### src/sv/nshc_pkg.sv
`timescale 1ns / 1ps

package nshc_pkg;

    // Internal arithmetic wraps modulo 2^64.
    localparam int IW = 64;

    localparam int CFG_INDEX_W = 3;

    localparam logic [CFG_INDEX_W-1:0] REG_START_X = 3'd0;
    localparam logic [CFG_INDEX_W-1:0] REG_START_Y = 3'd1;
    localparam logic [CFG_INDEX_W-1:0] REG_END_X   = 3'd2;
    localparam logic [CFG_INDEX_W-1:0] REG_END_Y   = 3'd3;

    typedef enum logic [3:0] {
        ST_IDLE,
        ST_MUL_GO,
        ST_MUL_WAIT,
        ST_DIVX_GO,
        ST_DIVX_WAIT,
        ST_DIVY_GO,
        ST_DIVY_WAIT,
        ST_EVAL,
        ST_OUT
    } state_t;

    // Product sequence: even steps fill the temporary, odd steps subtract from it.
    typedef enum logic [3:0] {
        STEP_AXBY,
        STEP_BXAY,
        STEP_SXEY,
        STEP_EXSY,
        STEP_DXA_DYS,
        STEP_DYA_DXS,
        STEP_CA_DXS,
        STEP_CS_DXA,
        STEP_CA_DYS,
        STEP_CS_DYA
    } step_t;

endpackage

### src/sv/nshc_mul.sv
`timescale 1ns / 1ps

module nshc_mul #(
    parameter int BW = 17
) (
    input  logic                 clk,
    input  logic                 rst_n,
    input  logic                 start,
    input  logic [nshc_pkg::IW-1:0] a,
    input  logic [BW-1:0]        b,
    output logic                 done,
    output logic [nshc_pkg::IW-1:0] prod
);
    import nshc_pkg::*;

    localparam int CNTW = $clog2(BW);

    logic            busy_reg, busy_next;
    logic            done_reg, done_next;
    logic [CNTW-1:0] cnt_reg, cnt_next;
    logic [IW-1:0]   acc_reg, acc_next;
    logic [IW-1:0]   mcand_reg, mcand_next;
    logic [BW-1:0]   mplier_reg, mplier_next;
    logic            last;

    assign last = (cnt_reg == CNTW'(BW - 1));

    // Signed shift-add: the top multiplier bit carries negative weight.
    always_comb
    begin
        busy_next   = busy_reg;
        done_next   = 1'b0;
        cnt_next    = cnt_reg;
        acc_next    = acc_reg;
        mcand_next  = mcand_reg;
        mplier_next = mplier_reg;
        if (start)
        begin
            busy_next   = 1'b1;
            cnt_next    = '0;
            acc_next    = '0;
            mcand_next  = a;
            mplier_next = b;
        end
        else if (busy_reg)
        begin
            if (mplier_reg[0])
            begin
                acc_next = last ? (acc_reg - mcand_reg) : (acc_reg + mcand_reg);
            end
            mcand_next  = mcand_reg << 1;
            mplier_next = mplier_reg >> 1;
            cnt_next    = cnt_reg + 1'b1;
            if (last)
            begin
                busy_next = 1'b0;
                done_next = 1'b1;
            end
        end
    end

    always_ff @(posedge clk or negedge rst_n)
    begin
        if (!rst_n)
        begin
            busy_reg <= 1'b0;
            done_reg <= 1'b0;
            cnt_reg  <= '0;
        end
        else
        begin
            busy_reg <= busy_next;
            done_reg <= done_next;
            cnt_reg  <= cnt_next;
        end
    end

    always_ff @(posedge clk)
    begin
        acc_reg    <= acc_next;
        mcand_reg  <= mcand_next;
        mplier_reg <= mplier_next;
    end

    assign done = done_reg;
    assign prod = acc_reg;

endmodule

### src/sv/nshc_div.sv
`timescale 1ns / 1ps

module nshc_div (
    input  logic                    clk,
    input  logic                    rst_n,
    input  logic                    start,
    input  logic [nshc_pkg::IW-1:0] num,
    input  logic [nshc_pkg::IW-1:0] den,
    output logic                    done,
    output logic [nshc_pkg::IW-1:0] quot
);
    import nshc_pkg::*;

    localparam int CNTW = $clog2(IW);

    logic            busy_reg, busy_next;
    logic            done_reg, done_next;
    logic [CNTW-1:0] cnt_reg, cnt_next;
    logic            neg_reg, neg_next;
    logic [IW-1:0]   rem_reg, rem_next;
    logic [IW-1:0]   quo_reg, quo_next;
    logic [IW-1:0]   dvs_reg, dvs_next;
    logic [IW-1:0]   shifted;
    logic            ge;

    // The remainder stays below the divisor magnitude, at most 2^63, so its
    // top bit is always clear and the shift loses nothing.
    assign shifted = {rem_reg[IW-2:0], quo_reg[IW-1]};
    assign ge      = (shifted >= dvs_reg);

    always_comb
    begin
        busy_next = busy_reg;
        done_next = 1'b0;
        cnt_next  = cnt_reg;
        neg_next  = neg_reg;
        rem_next  = rem_reg;
        quo_next  = quo_reg;
        dvs_next  = dvs_reg;
        if (start)
        begin
            busy_next = 1'b1;
            cnt_next  = '0;
            neg_next  = num[IW-1] ^ den[IW-1];
            rem_next  = '0;
            quo_next  = num[IW-1] ? (~num + 1'b1) : num;
            dvs_next  = den[IW-1] ? (~den + 1'b1) : den;
        end
        else if (busy_reg)
        begin
            rem_next = ge ? (shifted - dvs_reg) : shifted;
            quo_next = {quo_reg[IW-2:0], ge};
            cnt_next = cnt_reg + 1'b1;
            if (cnt_reg == CNTW'(IW - 1))
            begin
                busy_next = 1'b0;
                done_next = 1'b1;
            end
        end
    end

    always_ff @(posedge clk or negedge rst_n)
    begin
        if (!rst_n)
        begin
            busy_reg <= 1'b0;
            done_reg <= 1'b0;
            cnt_reg  <= '0;
        end
        else
        begin
            busy_reg <= busy_next;
            done_reg <= done_next;
            cnt_reg  <= cnt_next;
        end
    end

    always_ff @(posedge clk)
    begin
        neg_reg <= neg_next;
        rem_reg <= rem_next;
        quo_reg <= quo_next;
        dvs_reg <= dvs_next;
    end

    assign done = done_reg;
    assign quot = neg_reg ? (~quo_reg + 1'b1) : quo_reg;

endmodule

### src/sv/nearest_segment_hit_clip_top.sv
`timescale 1ns / 1ps

// Clips the query segment from the configured start to the current end against
// each obstacle segment in turn and keeps the nearest crossing. One request
// gives exactly one result. Ten products go one multiplier bit per cycle
// through a single shift-add multiplier, and the two coordinates come one
// quotient bit per cycle from a single restoring divider. Requests with
// parallel lines skip the divider. The input side is stalled while a request
// is worked on; a finished result waits in the output register while the
// next request is taken.
module nearest_segment_hit_clip_top #(
    parameter int COORD_WIDTH = 16
) (
    input  logic                             clk,
    input  logic                             rst_n,
    input  logic                             cfg_valid,
    output logic                             cfg_ready,
    input  logic [nshc_pkg::CFG_INDEX_W-1:0] cfg_index,
    input  logic [COORD_WIDTH-1:0]           cfg_data,
    input  logic                             in_valid,
    output logic                             in_stall,
    input  logic                             restart,
    input  logic signed [COORD_WIDTH-1:0]    seg_ax,
    input  logic signed [COORD_WIDTH-1:0]    seg_ay,
    input  logic signed [COORD_WIDTH-1:0]    seg_bx,
    input  logic signed [COORD_WIDTH-1:0]    seg_by,
    output logic                             out_valid,
    input  logic                             out_stall,
    output logic                             hit,
    output logic signed [COORD_WIDTH-1:0]    end_x,
    output logic signed [COORD_WIDTH-1:0]    end_y,
    output logic [COORD_WIDTH:0]             best_dist
);
    import nshc_pkg::*;

    localparam int W  = COORD_WIDTH;
    localparam int BW = COORD_WIDTH + 1;

    state_t state_reg, state_next;
    step_t  step_reg, step_next;

    logic [W-1:0] start_x_reg, start_y_reg, init_x_reg, init_y_reg;
    logic [W-1:0] end_x_reg, end_x_next, end_y_reg, end_y_next;
    logic [W:0]   best_reg, best_next;
    logic         hit_reg, hit_next;

    logic [W-1:0] ax_reg, ay_reg, bx_reg, by_reg;
    logic [IW-1:0] tmp_reg, ca_reg, cs_reg, den_reg, xnum_reg, ynum_reg;
    logic [IW-1:0] qx_reg, qy_reg;

    logic         out_valid_reg, out_valid_next;
    logic         out_hit_reg;
    logic [W-1:0] out_x_reg, out_y_reg;
    logic [W:0]   out_dist_reg;

    logic          accept, out_free;
    logic          mul_start, mul_done, div_start, div_done;
    logic [IW-1:0] mul_a, mul_prod, div_quot, diff;
    logic [BW-1:0] mul_b;
    logic [BW-1:0] dxa, dya, dxs, dys;
    logic [IW-1:0] ax64, ay64, bx64, by64, sx64, sy64, ex64, ey64;
    logic          in_span, nearer;
    logic [IW-1:0] hit_dist;

    function automatic logic [IW-1:0] sx_c(input logic [W-1:0] v);
        return {{(IW - W){v[W-1]}}, v};
    endfunction

    function automatic logic [IW-1:0] sx_d(input logic [BW-1:0] v);
        return {{(IW - BW){v[BW-1]}}, v};
    endfunction

    function automatic logic [BW-1:0] wb(input logic [W-1:0] v);
        return {v[W-1], v};
    endfunction

    function automatic logic outside(input logic signed [IW-1:0] v,
                                     input logic signed [IW-1:0] p,
                                     input logic signed [IW-1:0] q);
        return ((v > p) && (v > q)) || ((v < p) && (v < q));
    endfunction

    function automatic logic [IW-1:0] mag(input logic [IW-1:0] v);
        return v[IW-1] ? (~v + 1'b1) : v;
    endfunction

    assign ax64 = sx_c(ax_reg);
    assign ay64 = sx_c(ay_reg);
    assign bx64 = sx_c(bx_reg);
    assign by64 = sx_c(by_reg);
    assign sx64 = sx_c(start_x_reg);
    assign sy64 = sx_c(start_y_reg);
    assign ex64 = sx_c(end_x_reg);
    assign ey64 = sx_c(end_y_reg);

    assign dxa = wb(ax_reg) - wb(bx_reg);
    assign dya = wb(ay_reg) - wb(by_reg);
    assign dxs = wb(start_x_reg) - wb(end_x_reg);
    assign dys = wb(start_y_reg) - wb(end_y_reg);

    assign diff = tmp_reg - mul_prod;

    // Operand selection for the shared multiplier; B is always the narrow one.
    always_comb
    begin
        case (step_reg)
            STEP_AXBY:    begin mul_a = ax64;       mul_b = wb(by_reg);      end
            STEP_BXAY:    begin mul_a = bx64;       mul_b = wb(ay_reg);      end
            STEP_SXEY:    begin mul_a = sx64;       mul_b = wb(end_y_reg);   end
            STEP_EXSY:    begin mul_a = ex64;       mul_b = wb(start_y_reg); end
            STEP_DXA_DYS: begin mul_a = sx_d(dxa);  mul_b = dys;             end
            STEP_DYA_DXS: begin mul_a = sx_d(dya);  mul_b = dxs;             end
            STEP_CA_DXS:  begin mul_a = ca_reg;     mul_b = dxs;             end
            STEP_CS_DXA:  begin mul_a = cs_reg;     mul_b = dxa;             end
            STEP_CA_DYS:  begin mul_a = ca_reg;     mul_b = dys;             end
            STEP_CS_DYA:  begin mul_a = cs_reg;     mul_b = dya;             end
            default:      begin mul_a = '0;         mul_b = '0;              end
        endcase
    end

    nshc_mul #(.BW(BW)) u_mul (
        .clk   (clk),
        .rst_n (rst_n),
        .start (mul_start),
        .a     (mul_a),
        .b     (mul_b),
        .done  (mul_done),
        .prod  (mul_prod)
    );

    nshc_div u_div (
        .clk   (clk),
        .rst_n (rst_n),
        .start (div_start),
        .num   ((state_reg == ST_DIVX_GO) ? xnum_reg : ynum_reg),
        .den   (den_reg),
        .done  (div_done),
        .quot  (div_quot)
    );

    // The crossing must lie in the closed spans of both segments.
    assign in_span  = !(outside(qx_reg, ax64, bx64) || outside(qx_reg, sx64, ex64) ||
                        outside(qy_reg, ay64, by64) || outside(qy_reg, sy64, ey64));
    assign hit_dist = mag(sx64 - qx_reg) + mag(sy64 - qy_reg);
    assign nearer   = (hit_dist < {{(IW - W - 1){1'b0}}, best_reg}) || (best_reg == '0);

    assign accept   = in_valid && !in_stall;
    assign out_free = !out_valid_reg || !out_stall;

    always_comb
    begin
        state_next = state_reg;
        case (state_reg)
            ST_IDLE:      if (in_valid) state_next = ST_MUL_GO;
            ST_MUL_GO:    state_next = ST_MUL_WAIT;
            ST_MUL_WAIT:
            begin
                if (mul_done)
                begin
                    if (step_reg == STEP_DYA_DXS && diff == '0)
                        state_next = ST_OUT;
                    else if (step_reg == STEP_CS_DYA)
                        state_next = ST_DIVX_GO;
                    else
                        state_next = ST_MUL_GO;
                end
            end
            ST_DIVX_GO:   state_next = ST_DIVX_WAIT;
            ST_DIVX_WAIT: if (div_done) state_next = ST_DIVY_GO;
            ST_DIVY_GO:   state_next = ST_DIVY_WAIT;
            ST_DIVY_WAIT: if (div_done) state_next = ST_EVAL;
            ST_EVAL:      state_next = ST_OUT;
            ST_OUT:       if (out_free) state_next = ST_IDLE;
            default:      state_next = ST_IDLE;
        endcase
    end

    always_comb
    begin
        in_stall  = (state_reg != ST_IDLE);
        mul_start = (state_reg == ST_MUL_GO);
        div_start = (state_reg == ST_DIVX_GO) || (state_reg == ST_DIVY_GO);
    end

    always_comb
    begin
        step_next      = step_reg;
        end_x_next     = end_x_reg;
        end_y_next     = end_y_reg;
        best_next      = best_reg;
        hit_next       = hit_reg;
        out_valid_next = out_valid_reg;
        if (out_valid_reg && !out_stall)
            out_valid_next = 1'b0;
        if (accept)
        begin
            step_next = STEP_AXBY;
            hit_next  = 1'b0;
            if (restart)
            begin
                end_x_next = init_x_reg;
                end_y_next = init_y_reg;
                best_next  = '0;
            end
        end
        if (state_reg == ST_MUL_WAIT && mul_done && step_reg != STEP_CS_DYA)
            step_next = step_t'(step_reg + 4'd1);
        if (state_reg == ST_EVAL && in_span && nearer)
        begin
            end_x_next = qx_reg[W-1:0];
            end_y_next = qy_reg[W-1:0];
            best_next  = hit_dist[W:0];
            hit_next   = 1'b1;
        end
        if (state_reg == ST_OUT && out_free)
            out_valid_next = 1'b1;
    end

    always_ff @(posedge clk or negedge rst_n)
    begin
        if (!rst_n)
        begin
            state_reg     <= ST_IDLE;
            step_reg      <= STEP_AXBY;
            start_x_reg   <= '0;
            start_y_reg   <= '0;
            init_x_reg    <= '0;
            init_y_reg    <= '0;
            end_x_reg     <= '0;
            end_y_reg     <= '0;
            best_reg      <= '0;
            hit_reg       <= 1'b0;
            out_valid_reg <= 1'b0;
        end
        else
        begin
            state_reg     <= state_next;
            step_reg      <= step_next;
            end_x_reg     <= end_x_next;
            end_y_reg     <= end_y_next;
            best_reg      <= best_next;
            hit_reg       <= hit_next;
            out_valid_reg <= out_valid_next;
            if (cfg_valid && cfg_ready)
            begin
                case (cfg_index)
                    REG_START_X: start_x_reg <= cfg_data;
                    REG_START_Y: start_y_reg <= cfg_data;
                    REG_END_X:   init_x_reg  <= cfg_data;
                    REG_END_Y:   init_y_reg  <= cfg_data;
                    default:     ;
                endcase
            end
        end
    end

    always_ff @(posedge clk)
    begin
        if (accept)
        begin
            ax_reg <= seg_ax;
            ay_reg <= seg_ay;
            bx_reg <= seg_bx;
            by_reg <= seg_by;
        end
        if (state_reg == ST_MUL_WAIT && mul_done)
        begin
            case (step_reg)
                STEP_BXAY:    ca_reg   <= diff;
                STEP_EXSY:    cs_reg   <= diff;
                STEP_DYA_DXS: den_reg  <= diff;
                STEP_CS_DXA:  xnum_reg <= diff;
                STEP_CS_DYA:  ynum_reg <= diff;
                default:      tmp_reg  <= mul_prod;
            endcase
        end
        if (state_reg == ST_DIVX_WAIT && div_done)
            qx_reg <= div_quot;
        if (state_reg == ST_DIVY_WAIT && div_done)
            qy_reg <= div_quot;
        if (state_reg == ST_OUT && out_free)
        begin
            out_hit_reg  <= hit_reg;
            out_x_reg    <= end_x_reg;
            out_y_reg    <= end_y_reg;
            out_dist_reg <= best_reg;
        end
    end

    assign cfg_ready = 1'b1;
    assign out_valid = out_valid_reg;
    assign hit       = out_hit_reg;
    assign end_x     = out_x_reg;
    assign end_y     = out_y_reg;
    assign best_dist = out_dist_reg;

endmodule

### config.mk
export PLATFORM = sky130hd
export DESIGN_NAME = nearest_segment_hit_clip_top
export DESIGN_NICKNAME = d
export VERILOG_FILES = /design/src/sv/nshc_pkg.sv /design/src/sv/nshc_mul.sv /design/src/sv/nshc_div.sv /design/src/sv/nearest_segment_hit_clip_top.sv
export SDC_FILE = /design/constraint.sdc
export NUM_CORES = 2
export LEC_CHECK = 0
export BUFFER_PORTS_ARGS = -buffer_cell sky130_fd_sc_hd__buf_2
export CORE_MARGIN = 3
export CORE_UTILIZATION = 45
export CTS_CLUSTER_SIZE = 10
export DETAILED_ROUTE_END_ITERATION = 10
export GPL_TIMING_DRIVEN = 0
export SKIP_CTS_REPAIR_TIMING = 1
export SLEW_MARGIN = 20
export SYNTH_ARGS = -nofsm -noshare
export SYNTH_HDL_FRONTEND = slang
export SYNTH_SLANG_ARGS = --single-unit
### constraint.sdc
create_clock -name clk -period 10.4 [get_ports clk]
set_clock_uncertainty 0.2 [all_clocks]
set_input_delay 1.04 -clock clk [delete_from_list [all_inputs] [get_ports clk]]
set_output_delay 1.04 -clock clk [all_outputs]
set_load 0.005 [all_outputs]
Word-level counts from Yosys, hierarchy flattened
Index checks and enable logic that the tools add are counted.
{"block": "op_classes", "add_sub_neg": 19, "bitwise": 7, "reduce_logical": 62, "muxes": 55, "n_eq_ne": 28, "n_lt_le_gt_ge": 18}
{"op": "two-way mux 64 bit", "count": 10}
{"op": "> comparator 64 x 16 -> 1 bit", "count": 8}
{"op": "less-than comparator 64 x 16 -> 1 bit", "count": 8}
{"op": "one-hot mux 64 bit (8 select lines)", "count": 1}
{"op": "adder 64 x 1 -> 64 bit, second input constant", "count": 5}
{"op": "NOT 64 bit", "count": 5}
{"op": "subtractor 64 bit", "count": 4}
{"op": "one-hot mux 17 bit (8 select lines)", "count": 1}
{"op": "adder 64 bit", "count": 2}
{"op": "two-way mux 63 bit", "count": 2}
{"op": "two-way mux 16 bit", "count": 6}
{"op": "two-way mux 17 bit", "count": 5}
{"op": "subtractor 16 x 16 -> 17 bit", "count": 4}
{"op": ">= comparator 64 bit", "count": 1}
{"op": "logical NOT 64 bit", "count": 1}
{"op": "less-than comparator 64 x 17 -> 1 bit", "count": 1}
{"op": "subtractor 63 bit", "count": 1}
{"op": "one-hot mux 4 bit (9 select lines)", "count": 1}
{"op": "equality test 4 x 3 -> 1 bit, second input constant", "count": 8}
{"op": "two-way mux 4 bit", "count": 8}
{"op": "AND reduction 2 bit", "count": 12}
{"op": "logical AND 1 bit", "count": 18}
{"op": "logical NOT 17 bit", "count": 1}
{"op": "equality test 4 x 2 -> 1 bit, second input constant", "count": 4}
{"op": "27 further kinds", "count": 72}
{"block": "totals", "wordCells": 230, "ff_bits": 1101, "output_inout_bits": 53, "in_bits": 89}

Longest topological paths before layout
{"block": "logic_depth", "depth_word": 11, "ltp_mapped": 44, "depth_no_buf": 39}

Modules after synthesis
From an unflattened synthesis, not the netlist that was laid out.
{"block": "hier_totals", "hier_cells": 9526, "area_unflattened_um2": 87908.1}
{"module": "nearest_segment_hit_clip_top", "n_inst": 1, "area_per_inst_um2": 61248.7, "cells_per_inst": 6434, "seq_area_each_um2": 21876.0}
{"module": "nshc_div", "n_inst": 1, "area_per_inst_um2": 15716.3, "cells_per_inst": 1863, "seq_area_each_um2": 5335.1}
{"module": "nshc_mul", "n_inst": 1, "area_per_inst_um2": 10943.0, "cells_per_inst": 1229, "seq_area_each_um2": 3888.7}

Worst setup path before layout
Ideal clock, no wire load.
{"block": "synth_path", "kind": "reg2reg", "start": "register start_x_reg[15]", "end": "register end_x_reg[1]", "path_buffers": 5, "arrival_ns": 10.041, "t_required_ns": 10.121, "setup_time_ns": 0.079, "stages_incl_launch_ff": 44, "setup_slack_ns": 0.080, "synth_period_minus_slack_ns": 10.320, "cell_sequence": "dfrtp_1 inv_1 ha_1 clkbuf_1 nand4_1 nor4_1 inv_1 o22ai_1 a21oi_1 o21ai_0 a2111oi_0 nor2_1 a31oi_1 a31o_2 or2_2 clkbuf_1 clkbuf_1 o21ai_0 (+8 left out) xnor2_1 ha_1 a21o_1 a21o_1 a21oi_1 o21ai_0 o21ai_0 nand4_1 nor4_1 nand3_1 nor4_1 nand3_1 nor4_1 nand4b_1 nand2b_1 buf_2 buf_6 mux2i_1"}
{"block": "synth_via", "elab_chain_cells": 11, "word_cells_on_any_way": 22, "cone_classes": "add/sub: 3; order compare: 3; mux: 2; bitwise: 1; reduce/logical: 13"}
{"element": "start: declaration", "line": "nearest_segment_hit_clip_top.sv:42", "source": "logic [W-1:0] start_x_reg, start_y_reg, init_x_reg, init_y_reg;"}
{"element": "start signal: assignment", "line": "nearest_segment_hit_clip_top.sv:247", "source": "REG_START_X: start_x_reg <= cfg_data;"}
{"element": "branches (longest 8 deep; another with subtractor 64 bit)"}
{"element": "logical AND 1 bit (*)", "line": "nearest_segment_hit_clip_top.sv:208", "source": "if (state_reg == ST_EVAL && in_span && nearer)"}
{"element": "nonzero test 2 bit (no source line)"}
{"element": "AND reduction 2 bit (no source line)"}
{"element": "end signal: assignment", "line": "nearest_segment_hit_clip_top.sv:239", "source": "end_x_reg <= end_x_next;"}
{"element": "end: declaration", "line": "nearest_segment_hit_clip_top.sv:43", "source": "logic [W-1:0] end_x_reg, end_x_next, end_y_reg, end_y_next;"}
Every way passes the cells marked *.
A chain may end at the register's enable or synchronous reset.

Worst setup path after layout
{"block": "layout_path", "start": "register start_y_reg[15]", "end": "register end_x_reg[13]"}
{"block": "layout_via", "elab_chain_cells": 10, "word_cells_on_any_way": 20, "cone_classes": "add/sub: 3; order compare: 3; mux: 2; bitwise: 1; reduce/logical: 11"}
{"element": "start: declaration", "line": "nearest_segment_hit_clip_top.sv:42"}
{"element": "start signal: assignment", "line": "nearest_segment_hit_clip_top.sv:248", "source": "REG_START_Y: start_y_reg <= cfg_data;"}
{"element": "subtractor 64 bit", "line": "nearest_segment_hit_clip_top.sv:144", "source": "assign hit_dist = mag(sx64 - qx_reg) + mag(sy64 - qy_reg);"}
{"element": "NOT 64 bit", "line": "nearest_segment_hit_clip_top.sv:84", "source": "return v[IW-1] ? (~v + 1'b1) : v;"}
{"element": "adder 64 x 1 -> 64 bit", "line": "nearest_segment_hit_clip_top.sv:84"}
{"element": "two-way mux 64 bit", "line": "nearest_segment_hit_clip_top.sv:84"}
{"element": "adder 64 bit", "line": "nearest_segment_hit_clip_top.sv:144"}
{"element": "less-than comparator 64 x 17 -> 1 bit", "line": "nearest_segment_hit_clip_top.sv:145", "source": "assign nearer = (hit_dist < {{(IW - W - 1){1'b0}}, best_reg}) || (best_reg == '0);"}
{"element": "logical OR 1 bit", "line": "nearest_segment_hit_clip_top.sv:145"}
{"element": "logical AND 1 bit (*)", "line": "nearest_segment_hit_clip_top.sv:208"}
{"element": "nonzero test 2 bit (no source line)"}
{"element": "AND reduction 2 bit (no source line)"}
Every way passes the cells marked *; elsewhere a longest branch is shown, timed or not.

==> metrics.txt <==
# TYPE chip_impl_metric gauge
chip_impl_metric{name="largest_net_degree_at_the_start_of_global_routing",unit=""} 80
chip_impl_metric{name="ys_ff_latch",unit=""} 1101
chip_impl_info{name="critical-path-top-cell-by-count",value="nor4_4"} 1
chip_impl_metric{name="highest_ir_drop_seen_on_vdd",unit="uV"} 183
chip_impl_metric{name="h-tree-depth",unit=""} 4
chip_impl_metric{name="required",unit="ps"} 10840
chip_impl_metric{name="power-per-cell-area",unit="nW/um^2"} 305
chip_impl_metric{name="fmaxAchievable",unit="MHz"} 99.5
chip_impl_info{name="status",value="finished clean"} 1
chip_impl_metric{name="synthesis.area_per_instance",unit="um^2"} 9.19
chip_impl_info{name="cp-start-kind",value="flip-flop"} 1
chip_impl_metric{name="report.final.setup_viol",unit=""} 0
chip_impl_info{name="post_synth_main_area_contributors",value="edfxtp_1, ha_1, a21oi_1"} 1
chip_impl_metric{name="critical-path-max-stage-delay",unit="ps"} 590
chip_impl_info{name="path_class",value="flip-flop to flip-flop"} 1
chip_impl_info{name="hold_path.class",value="input port to async pin"} 1
chip_impl_metric{name="number_of_placement_rows",unit=""} 159
chip_impl_metric{name="synth_top_cell_area_share",unit="%"} 29.2
chip_impl_metric{name="area_growth_syn_to_layout",unit="%"} 11.7
chip_impl_metric{name="layout-drive-gt1-share",unit="%"} 7.06
chip_impl_info{name="synth_largest_area_cell",value="edfxtp_1"} 1
chip_impl_metric{name="maxCapViolCount",unit=""} 0
chip_impl_metric{name="max_buffers_root_to_sink",unit=""} 3
chip_impl_metric{name="die_width",unit="um"} 443
chip_impl_metric{name="vias_per_cell",unit=""} 6.08
chip_impl_info{name="crit_slowest_cell",value="dfrtp_4"} 1
chip_impl_metric{name="start_util",unit="%"} 45.5
chip_impl_metric{name="top_level_ports",unit=""} 142
chip_impl_info{name="synth.most_common_cell",value="ha_1"} 1
chip_impl_metric{name="globalplace.congestion",unit=""} 1.01
chip_impl_metric{name="synth_edf_count",unit=""} 836
chip_impl_info{name="crit_family",value="simple AND/OR/NAND/NOR gates"} 1
chip_impl_metric{name="power.static_leakage",unit="nW"} 39.0
chip_impl_info{name="grt_setup_unrepaired",value="false"} 1
chip_impl_metric{name="post-route-worst-setup-slack",unit="ps"} 353
chip_impl_metric{name="tritoncts.num_buffers",unit=""} 136
chip_impl_metric{name="syn_nets",unit=""} 10400
chip_impl_metric{name="yosysUniqueCellTypes",unit=""} 100
chip_impl_metric{name="hold_violations",unit=""} 0
chip_impl_metric{name="pre_cts_ws",unit="ps"} -3380
chip_impl_metric{name="dpl_cell_area",unit="um^2"} 90900
chip_impl_info{name="cts_tree",value="done"} 1
chip_impl_info{name="synth.cells.most_frequent",value="ha_1, a21oi_1, edfxtp_1, nand2_1, o21ai_0"} 1
chip_impl_metric{name="worst-path-buf-inv",unit=""} 9
chip_impl_metric{name="finalCriticalPeriod",unit="ps"} 10050
chip_impl_metric{name="sequential_cell_area",unit="um^2"} 31100
chip_impl_metric{name="grt_pass1_wl",unit="mm"} 458
chip_impl_metric{name="power_consumption",unit="mW"} 29.3
chip_impl_metric{name="drt-total-wl",unit="mm"} 312
chip_impl_metric{name="period_share",unit="%"} 96.6
chip_impl_info{name="timing.critical_path.to_type",value="flip-flop"} 1
chip_impl_metric{name="wl_per_cell",unit="um"} 25.4
chip_impl_metric{name="antenna_violating_nets_post_route",unit=""} 0
chip_impl_metric{name="globalRoute.totalOverflow",unit=""} 0
chip_impl_metric{name="slew-limit-headroom",unit="%"} 16.4
chip_impl_metric{name="sink_count",unit=""} 1101
chip_impl_metric{name="mappedNetlistArea",unit="um^2"} 86000
chip_impl_metric{name="maximum_net_fanout_on_the_critical_path",unit=""} 35
chip_impl_metric{name="layout.filler_cells",unit=""} 17600
chip_impl_metric{name="finalMaxSlewViolations",unit=""} 0
chip_impl_metric{name="num-nets-final",unit=""} 10800
chip_impl_metric{name="final_hpwl_dp",unit="mm"} 250
chip_impl_metric{name="insertion_delay",unit="ps"} 810
chip_impl_metric{name="synth_warnings",unit=""} 0
chip_impl_metric{name="first_global_vias",unit=""} 72400
chip_impl_metric{name="stdcell_area",unit="um^2"} 96100
chip_impl_metric{name="first_pass_iters",unit=""} 9
chip_impl_metric{name="height_of_the_chip",unit="um"} 443
chip_impl_metric{name="clock_transition_time_at_the_flip_flop_clock_pins_of_the_worst_setup_and_hold_paths",unit="ps"} 60
chip_impl_metric{name="critical_path_arrival",unit="ps"} 10490
chip_impl_metric{name="core_area",unit="um^2"} 189000
chip_impl_metric{name="route.vias.total",unit=""} 74800
chip_impl_metric{name="gr-usage-all-layers",unit="%"} 30.7
chip_impl_info{name="dominantRegCellSynth",value="edfxtp_1"} 1
chip_impl_metric{name="timing_worst_slew_pin_value",unit="ps"} 1250
chip_impl_info{name="clock_tree_root_buffer_cell",value="clkbuf_16"} 1
chip_impl_metric{name="syn_inst",unit=""} 9357
chip_impl_metric{name="drcViolationCount",unit=""} 0
chip_impl_metric{name="fin_worst_hold_slack",unit="ps"} 4.62
chip_impl_metric{name="port_buffers",unit=""} 140
chip_impl_metric{name="multi_input_area",unit="um^2"} 52000
chip_impl_metric{name="total_die_area",unit="um^2"} 196000
chip_impl_metric{name="antenna_found_initial",unit=""} 10
chip_impl_metric{name="postSynth.asyncResetShare",unit="%"} 12.5
chip_impl_metric{name="drt_iter0_drc",unit=""} 6566
chip_impl_metric{name="synth_seq_area_share",unit="%"} 36.2
[stage by stage]
step,util (%),instances,setup TNS (ps)
2_1_floorplan,-,9357,0
3_3_place_gp,47.6,12000,-299930
3_5_place_dp,48.2,12000,-163990
4_1_cts,50.4,12300,-169060
5_1_grt,50.9,12300,0
6_report,50.9,12300,0
[layout by cell type, fill, tap and decap left out, types with 77 or more instances in the layout]
| cell | n |
|---|---|
| edfxtp_1 | 836 |
| o21ai_0 | 620 |
| nand2b_1 | 93 |
| buf_2 | 156 |
| dfrtp_1 | 133 |
| xnor2_1 | 472 |
| clkbuf_16 | 139 |
| nand2_1 | 819 |
| ha_1 | 975 |
| a211oi_1 | 106 |
| nor3_1 | 174 |
| nand4_1 | 179 |
| o31ai_1 | 96 |
| dfxtp_1 | 127 |
| o21bai_1 | 95 |
| inv_1 | 591 |
| nor2_1 | 548 |
| nand3_1 | 183 |
| mux2i_1 | 157 |
| a21o_1 | 264 |
| a21oi_1 | 902 |
| or3_1 | 77 |
| clkbuf_1 | 346 |
| xor2_1 | 222 |
[kinds of logic after synthesis]
kind of cell / synth area share [%]
AO/OA/AOI/OAI: 21.0
XOR/XNOR: 7.33
adder cells (fa/ha/maj): 14.6
buffers and inverters: 4.27
flip-flops: 36.2
multiplexers: 2.26
other: 0.00436
AND/OR/NAND/NOR: 14.4
[report_power, final]
part / internal (mW) / switching, mW
clock: 2.59 / 1.96
sequential: 6.17 / 0.962
combinational: 6.38 / 11.2
total: 15.1 / 14.1
[cell type report]
cell class	instances	share of cell area [%]
Inverter	601	2.37
Clock buffer	204	3.94
Timing Repair Buffer	226	2.01
Tap cell	2495	3.25
Clock inverter	31	0.422
Buffer	337	1.44
Antenna cell	3	0.00782
Multi-Input combinational cell	7296	54.2
Sequential cell	1101	32.4
[worst reg2reg max path: cells and delay by family, from the launching register on]
kind            cells  cell delay [ps]
xor+xnor            3              550
mux                 1              230
fa+ha+maj           3             1000
buf+inv             9             1830
simple gates       14             3120
flops               1              590
compound gates     11             2380
[routing by layer]
layer	global-route usage, %	up-vias	routed length, um
met4	13.3	8	16300
met5	0	-	45
met1	38.8	36400	130000
met2	52.0	2385	147000
li1	-	35400	-
met3	4.86	605	19200
[path summary, 6_finish.rpt]
path / startpoint / to / cells past startpoint / slack, ps
setup / recovery: start_y_reg[15] / end_x_reg[13] / 41 / 350
hold / removal: rst_n / end_y_reg[10] / 1 / 5
setup reg to reg: start_y_reg[15] / end_x_reg[13] / 41 / 350
hold reg to reg: hit_reg / hit / 0 / 260
max in group asynchronous: rst_n / end_x_reg[14] / 2 / 9030
min in group clk: seg_bx[11] / bx_reg[11] / 1 / 210
Power figures use the tool's default switching activity.
